## config.mk

```make
export PLATFORM = sky130hd
export DESIGN_NAME = turtle_pen_raster_plotter_unit
export DESIGN_NICKNAME = d
export VERILOG_FILES = /design/src/hdl/tpr_pkg.sv /design/src/hdl/turtle_pen_raster_plotter_unit.sv /design/src/hdl/tpr_ram.sv /design/src/hdl/tpr_geom.sv
export SDC_FILE = /design/constraint.sdc
export NUM_CORES = 2
export LEC_CHECK = 0
export BUFFER_PORTS_ARGS = -buffer_cell sky130_fd_sc_hd__buf_2
export CORE_ASPECT_RATIO = 1.5
export CORE_MARGIN = 4
export CORE_UTILIZATION = 40
export CTS_CLUSTER_DIAMETER = 30
export DETAILED_ROUTE_END_ITERATION = 7
export REMOVE_ABC_BUFFERS = 1
export SYNTH_ARGS = -nofsm -noshare
export SYNTH_HDL_FRONTEND = slang
export SYNTH_SLANG_ARGS = --single-unit
```

## constraint.sdc

```tcl
create_clock -name clk_i -period 6.2 [get_ports clk_i]
set_clock_uncertainty 0.15 [all_clocks]
set_input_delay 0.62 -clock clk_i [delete_from_list [all_inputs] [get_ports clk_i]]
set_output_delay 0.62 -clock clk_i [all_outputs]
set_load 0.05 [all_outputs]
```

## src/hdl/tpr_pkg.sv

```systemverilog
// shared types and constants of the turtle pen raster plotter
package tpr_pkg;

  localparam int GRID_DEF = 64;
  localparam int ROW_W    = 64;
  localparam int INDEX_W  = 6;
  localparam int OPCODE_W = 3;
  localparam int DIST_W   = 8;

  typedef enum logic [OPCODE_W-1:0] {
    OP_PEN_UP   = 3'd0,
    OP_PEN_DOWN = 3'd1,
    OP_TURN_CW  = 3'd2,
    OP_TURN_CCW = 3'd3,
    OP_MOVE     = 3'd4,
    OP_DUMP     = 3'd5
  } op_e;

  typedef enum logic [1:0] {
    HEAD_POS_X = 2'd0,
    HEAD_NEG_Y = 2'd1,
    HEAD_NEG_X = 2'd2,
    HEAD_POS_Y = 2'd3
  } heading_e;

  typedef enum logic [1:0] {
    ST_IDLE,
    ST_MARK,
    ST_DUMP
  } state_e;

endpackage

```

## src/hdl/turtle_pen_raster_plotter_unit.sv

```systemverilog
// top level of the turtle pen raster plotter
// pen and turn commands, and moves with the pen up, complete on acceptance without raising busy
// a move with the pen down is busy while it marks each row it touches, one row if horizontal
// a dump is busy while it strobes one row per cycle, from row 0 up to row GRID-1
// the row store is a registered-read ram with per-row valid flops cleared at once by reset
// reset (asynchronous, active low) lifts the pen, heads +x and sets the position to 0,0
module turtle_pen_raster_plotter_unit
  import tpr_pkg::*;
#(
  parameter int GRID = GRID_DEF
) (
  input  logic                clk_i,
  input  logic                rst_ni,
  input  logic                start,
  output logic                busy,
  input  logic [OPCODE_W-1:0] opcode_i,
  input  logic [DIST_W-1:0]   distance_i,
  output logic                result_valid_o,
  output logic [ROW_W-1:0]    row_bits_o,
  output logic [INDEX_W-1:0]  row_index_o,
  output logic                last_row_o
);

  localparam int CW   = $clog2(GRID);
  localparam int CNTW = $clog2(GRID + 1);

  state_e          state_q, state_d;
  logic            pen_q, pen_d;
  heading_e        head_q, head_d;
  logic [CW-1:0]   x_q, x_d;
  logic [CW-1:0]   y_q, y_d;
  logic [CNTW-1:0] left_q, left_d;
  logic            pend_q, pend_d;
  logic [CW-1:0]   row_q, row_d;
  logic [CW-1:0]   rd_row_q, rd_row_d;
  logic            row_up_q, row_up_d;
  logic [GRID-1:0] mask_q, mask_d;
  logic [GRID-1:0] valid_q;

  logic            accept;
  op_e             op;
  logic [CW-1:0]   x_end;
  logic [CW-1:0]   y_end;
  logic [CNTW-1:0] row_cnt;
  logic            row_up;
  logic [GRID-1:0] mask;
  logic            issue;
  logic            seq_done;
  logic            ram_we;
  logic [GRID-1:0] ram_rdata;
  logic [GRID-1:0] row_data;

  assign accept   = start && !busy;
  assign op       = op_e'(opcode_i);
  assign issue    = (state_q != ST_IDLE) && (left_q != '0);
  assign seq_done = (left_q == '0) && !pend_q;
  assign row_data = valid_q[rd_row_q] ? ram_rdata : '0;

  tpr_geom #(
    .GRID(GRID)
  ) u_geom (
    .x_i       (x_q),
    .y_i       (y_q),
    .head_i    (head_q),
    .distance_i(distance_i),
    .x_end_o   (x_end),
    .y_end_o   (y_end),
    .row_cnt_o (row_cnt),
    .row_up_o  (row_up),
    .mask_o    (mask)
  );

  tpr_ram #(
    .WIDTH(GRID),
    .DEPTH(GRID)
  ) u_ram (
    .clk_i  (clk_i),
    .we_i   (ram_we),
    .waddr_i(rd_row_q),
    .wdata_i(row_data | mask_q),
    .re_i   (issue),
    .raddr_i(row_q),
    .rdata_o(ram_rdata)
  );

  // next state
  always_comb begin
    state_d = state_q;
    unique case (state_q)
      ST_IDLE: begin
        if (accept && (op == OP_MOVE) && pen_q) begin
          state_d = ST_MARK;
        end else if (accept && (op == OP_DUMP)) begin
          state_d = ST_DUMP;
        end
      end
      ST_MARK, ST_DUMP: begin
        if (seq_done) begin
          state_d = ST_IDLE;
        end
      end
      default: state_d = ST_IDLE;
    endcase
  end

  // outputs
  always_comb begin
    busy           = (state_q != ST_IDLE);
    ram_we         = (state_q == ST_MARK) && pend_q;
    result_valid_o = (state_q == ST_DUMP) && pend_q;
    row_bits_o     = ROW_W'(row_data);
    row_index_o    = INDEX_W'(rd_row_q);
    last_row_o     = (rd_row_q == CW'(GRID - 1));
  end

  // datapath
  always_comb begin
    pen_d    = pen_q;
    head_d   = head_q;
    x_d      = x_q;
    y_d      = y_q;
    left_d   = left_q;
    pend_d   = issue;
    row_d    = row_q;
    rd_row_d = rd_row_q;
    row_up_d = row_up_q;
    mask_d   = mask_q;
    if (issue) begin
      rd_row_d = row_q;
      left_d   = left_q - CNTW'(1);
      row_d    = row_up_q ? row_q + CW'(1) : row_q - CW'(1);
    end
    if (accept) begin
      unique case (op)
        OP_PEN_UP:   pen_d  = 1'b0;
        OP_PEN_DOWN: pen_d  = 1'b1;
        OP_TURN_CW:  head_d = heading_e'(head_q - 2'd1);
        OP_TURN_CCW: head_d = heading_e'(head_q + 2'd1);
        OP_MOVE: begin
          x_d = x_end;
          y_d = y_end;
          if (pen_q) begin
            row_d    = y_q;
            left_d   = row_cnt;
            row_up_d = row_up;
            mask_d   = mask;
          end
        end
        OP_DUMP: begin
          row_d    = '0;
          left_d   = CNTW'(GRID);
          row_up_d = 1'b1;
        end
        default: ;
      endcase
    end
  end

  always_ff @(posedge clk_i or negedge rst_ni) begin
    if (!rst_ni) begin
      state_q <= ST_IDLE;
      pen_q   <= 1'b0;
      head_q  <= HEAD_POS_X;
      x_q     <= '0;
      y_q     <= '0;
      left_q  <= '0;
      pend_q  <= 1'b0;
      valid_q <= '0;
    end else begin
      state_q <= state_d;
      pen_q   <= pen_d;
      head_q  <= head_d;
      x_q     <= x_d;
      y_q     <= y_d;
      left_q  <= left_d;
      pend_q  <= pend_d;
      if (ram_we) begin
        valid_q[rd_row_q] <= 1'b1;
      end
    end
  end

  always_ff @(posedge clk_i) begin
    row_q    <= row_d;
    rd_row_q <= rd_row_d;
    row_up_q <= row_up_d;
    mask_q   <= mask_d;
  end

`ifndef SYNTHESIS
  a_no_write_in_dump: assert property (@(posedge clk_i) disable iff (!rst_ni)
    ram_we |-> (state_q == ST_MARK))
    else $error("row written outside a marking move");

  a_strobe_in_dump: assert property (@(posedge clk_i) disable iff (!rst_ni)
    result_valid_o |-> (state_q == ST_DUMP) && busy)
    else $error("row strobed outside a dump");

  a_last_row_ends: assert property (@(posedge clk_i) disable iff (!rst_ni)
    (result_valid_o && last_row_o) |=> !result_valid_o ##1 !busy)
    else $error("dump continues after its last row");

  a_dump_starts: assert property (@(posedge clk_i) disable iff (!rst_ni)
    (start && !busy && (opcode_i == OP_DUMP)) |=> busy && (left_q == CNTW'(GRID)))
    else $error("dump transaction did not start a full sweep");
`endif

endmodule

```

## src/hdl/tpr_ram.sv

```systemverilog
// generic simple dual-port ram with registered read
module tpr_ram #(
  parameter int WIDTH = 64,
  parameter int DEPTH = 64
) (
  input  logic                     clk_i,
  input  logic                     we_i,
  input  logic [$clog2(DEPTH)-1:0] waddr_i,
  input  logic [WIDTH-1:0]         wdata_i,
  input  logic                     re_i,
  input  logic [$clog2(DEPTH)-1:0] raddr_i,
  output logic [WIDTH-1:0]         rdata_o
);

  logic [WIDTH-1:0] mem_q [DEPTH];

  always_ff @(posedge clk_i) begin
    if (we_i) begin
      mem_q[waddr_i] <= wdata_i;
    end
    if (re_i) begin
      rdata_o <= mem_q[raddr_i];
    end
  end

endmodule

```

## src/hdl/tpr_geom.sv

```systemverilog
// move geometry: saturated end position, rows touched and cell mask
module tpr_geom
  import tpr_pkg::*;
#(
  parameter int GRID = GRID_DEF
) (
  input  logic [$clog2(GRID)-1:0]   x_i,
  input  logic [$clog2(GRID)-1:0]   y_i,
  input  heading_e                  head_i,
  input  logic [DIST_W-1:0]         distance_i,
  output logic [$clog2(GRID)-1:0]   x_end_o,
  output logic [$clog2(GRID)-1:0]   y_end_o,
  output logic [$clog2(GRID+1)-1:0] row_cnt_o,
  output logic                      row_up_o,
  output logic [GRID-1:0]           mask_o
);

  localparam int CW   = $clog2(GRID);
  localparam int CNTW = $clog2(GRID + 1);
  localparam logic [CW-1:0]   LastCoord = CW'(GRID - 1);
  localparam logic [GRID-1:0] Ones      = {GRID{1'b1}};

  logic [CW-1:0] room;
  logic [CW-1:0] n;
  logic [CW-1:0] lo;
  logic [CW-1:0] hi;
  logic          horiz;

  always_comb begin
    unique case (head_i)
      HEAD_POS_X: room = LastCoord - x_i;
      HEAD_NEG_X: room = x_i;
      HEAD_NEG_Y: room = y_i;
      HEAD_POS_Y: room = LastCoord - y_i;
      default:    room = '0;
    endcase
    n     = (distance_i < DIST_W'(room)) ? CW'(distance_i) : room;
    horiz = (head_i == HEAD_POS_X) || (head_i == HEAD_NEG_X);

    x_end_o = x_i;
    y_end_o = y_i;
    unique case (head_i)
      HEAD_POS_X: x_end_o = x_i + n;
      HEAD_NEG_X: x_end_o = x_i - n;
      HEAD_NEG_Y: y_end_o = y_i - n;
      HEAD_POS_Y: y_end_o = y_i + n;
      default: ;
    endcase

    lo = (head_i == HEAD_POS_X) ? x_i : x_end_o;
    hi = (head_i == HEAD_POS_X) ? x_end_o : x_i;

    mask_o    = horiz ? ((Ones << lo) & (Ones >> (LastCoord - hi)))
                      : (GRID'(1) << x_i);
    row_cnt_o = horiz ? CNTW'(1) : CNTW'(n) + CNTW'(1);
    row_up_o  = (head_i == HEAD_POS_Y);
  end

endmodule

```

==> impl_metrics.toml <==
[synthesis]
synth_edf_count = 4231
postSynth.asyncResetShare_pct = 2.06
muxShareOfSynthArea_pct = 18.4
syn_area_per_cell_um2 = 23.9
yosys_warnings = 0
synth_area_leaders = "edfxtp_1 76%, mux4_2 18%, dfrtp_1 1.3%"
synthFlopType = "edfxtp_1"
synth-seq-area-share_pct = 77.4
netlist_instances = 6996
synth_fa_ha_area_share_pct = 0.238
synth_compound_gate_area_share_pct = 1.28
synth_top_family_by_area = "multiplexers"
synth_area_um2 = 167000
synth_cell_types = 65
synth_area_leader_cell = "edfxtp_1"
synth_top_area_share_pct = 76.0
synth_seq_cells = 4326
synthXorXnorAreaFrac_pct = 0.198
synth-simple-area-share_pct = 1.50

[grt]
busiest_layer = "met2"
grt_util_met3_pct = 3.75
met1_usage_pct = 29.9
track_usage_pct = 23.4
grt_pass1_wl_mm = 694
overflow = 0
grt_max_degree = 105
grt_antenna_before_repair = 30
grt_pass1_vias = 83600
met2_usage_pct = 40.1

[final_layout]
syn2layout_area_growth_pct = 17.8
final_cell_area_um2 = 197000
final_common_cell = "edfxtp_1"
fin_nets = 7732
mostFrequentLayoutCells = "4,231 x edfxtp_1, 1,348 x mux4_2, 574 x clkbuf_16"
stdcell_count = 13700
layout-drive-gt1-share_pct = 36.4

[cts]
cts_root_buf = "clkbuf_16"
clk_pin_slew_worst_paths_ns = 0.05
h-tree-depth = 6
clkSinkCount = 4326
cts_tree = "done"
clock_path_buffers = 4
insertion_delay_ns = 0.94
cts_buffers = 556

[floorplan]
row_count = 290
core_um2 = 416000
fp.dieH_um = 800
die_w_um = 536
die_area_um2 = 428000
initial_core_util_pct = 40.2
pin_count = 87

[power]
power_leakage_nw = 62.3
max-vdd-ir-drop_mv = 0.424
powerDensity_nw_per_um2 = 488
finalPower_mw = 96.0

[sta]
hold_violations = 0
tns_ns = 0
finalCritPeriodShare_pct = 93.4
fmax_mhz = 173
max_slew_margin_pct = 12.8
setup_violations = 0
post-route-min-period_ns = 5.79
rsz0062_at_grt = "no"
drv_slew = 0
worst_pin_slew_ns = 1.31

[route]
first_pass_iters = 5
drt_iter0_drc = 10500
vias = 82900
drc_errors = 0
wl_per_cell_um = 37.0
ant_nets = 0
detail_route.vias_per_cell = 6.05
routed_wl_mm = 507

[min_path]
hold_depth = 4
min_path_type = "input pin to register"
hp-start = "distance_i[5]"
whs_endpoint = "left_q[5]"

[place]
hpwl_mm = 261
dpl-instance-area_um2 = 178000
dp_cells = 12700
port_buffers = 86
place.gp.congestion = 0.836

[critical_path]
worst_ep_arrival_time_ns = 6.29
reg2reg_depth = 27
crit_family = "compound AO/OA/AOI/OAI gates"
reg2reg_from = "head_q[0]"
cp_max_fo = 22
critPathMostFrequentCell = "ha_1"
startpoint = "head_q[0]"
slowest_delay_ns = 0.41
critPathCaptureType = "register"
critPathRequiredTime_ns = 6.70
crit_slowest_cell = "dfrtp_1"
r2r-end = "mask_q[0]"
startpoint_type = "register"
ff2ff_setup_slack_ns = 0.41
crit_type = "register to register"
cp.buffers_inverters = 6

[job]
maxCapViolCount = 0

[status]
run_status = "completed"
==> routing by layer <==
| metal | wire (um) | vias up |
|---|---|---|
| met5 | 80 | - |
| met4 | 20700 | 12 |
| met3 | 40100 | 963 |
| met2 | 260000 | 4317 |
| met1 | 186000 | 46000 |
| li1 | - | 31700 |
==> sequential cells by signal, summed over array words and instances (netlist names) <==
register	flops
head_q	2
row_index_o	6
valid_q	64
left_q	7
row_q	6
pen_q	1
y_q	6
state_q	2
pend_q	1
x_q	6
u_ram.rdata_o	64
u_ram.mem_q	4096
row_up_q	1
mask_q	64
==> timing repair <==
| action | 4_1_cts | 5_1_grt |
|---|---|---|
| pin swaps | 0 | 2 |
| hold buffers | 9 | 0 |
| gates resized for setup | 2 | 17 |
| setup buffers | 0 | 1 |
| hold endpoints to repair | 29 | 0 |
| setup endpoints to repair | 2 | 64 |
==> how the worst max path moves through the flow <==
stage	endpoint	slack, ns	cells after the start
global route	mask_q[0]	0.008	28
floorplan	row_index_o[0]	-40.51	0
global placement	mask_q[59]	-0.21	26
finish	mask_q[0]	0.41	27
CTS	mask_q[34]	0.05	27
detailed placement	mask_q[59]	-0.03	26
==> metrics by stage <==
| step | util (%) | setup WS [ns] | hold slack [ns] |
|---|---|---|---|
| after floorplan | - | -40.51 | 0.174 |
| after global placement | 42.8 | -0.209 | 0.297 |
| after detailed placement | 42.8 | -0.0350 | 0.299 |
| after CTS | 47.3 | 0.0484 | 0.0706 |
| after global routing | 47.3 | 0.00782 | 0.148 |
| final | 47.3 | 0.412 | 0.171 |
==> worst reg2reg max path, cell delays in order (launching register included) <==
cell	delay, ns
dfrtp_1	0.41
ha_1	0.25
buf_12	0.15
mux2_2	0.27
o31ai_1	0.26
buf_4	0.17
ha_1	0.17
a21oi_2	0.07
nand2_1	0.12
o221ai_2	0.12
a31oi_2	0.27
mux2i_2	0.30
inv_1	0.09
ha_1	0.32
o21ai_2	0.07
ha_1	0.26
nor2b_1	0.12
o21ai_1	0.08
a21boi_0	0.26
o21ai_1	0.11
and2_1	0.19
buf_4	0.14
xnor2_1	0.25
nor3b_1	0.10
buf_4	0.15
a211oi_4	0.31
buf_12	0.23
o32ai_1	0.15
==> power by group <==
group / total (mW) / internal [mW] / switching, mW
registers: 35.4 / 34.2 / 1.23
clock network: 32.4 / 19.5 / 12.9
logic: 28.1 / 13.1 / 15.1
==> cell usage after synthesis, drive strengths merged (4+ instances only) <==
master	n
a21oi	50
o21ai	54
o311ai	5
nor2	130
a211oi	10
nor3b	11
inv	29
o22ai	20
o21a	6
ha	27
dfrtp	89
edfxtp	4231
a22o	10
buf	129
or2	69
nand3	29
xnor2	24
mux2	18
a22oi	12
xor2	11
mux2i	23
o32ai	26
nand3b	7
o31ai	31
nand4	4
and2	79
nor3	23
dfxtp	6
nand2	91
nor4	11
nand2b	6
a21o	69
mux4	1348
nor2b	22
clkbuf	252
==> layout make-up <==
cell class	instances	area, um^2
Sequential cell	4326	129000
Clock buffer	619	14600
Antenna cell	10	25.0
Fill cell	33500	219000
Timing Repair Buffer	515	4930
Inverter	30	115
Clock inverter	392	4180
Tap cell	5548	6940
Multi-Input combinational cell	2259	36800
==> kinds of logic after synthesis <==
logic type               after synthesis
adder cells (fa/ha/maj)               30
XOR/XNOR                              36
multiplexers                        1389
AND/OR/NAND/NOR                      492
flip-flops                          4326
buffers and inverters                411
AO/OA/AOI/OAI                        312
(Power assumes the default switching activity.)
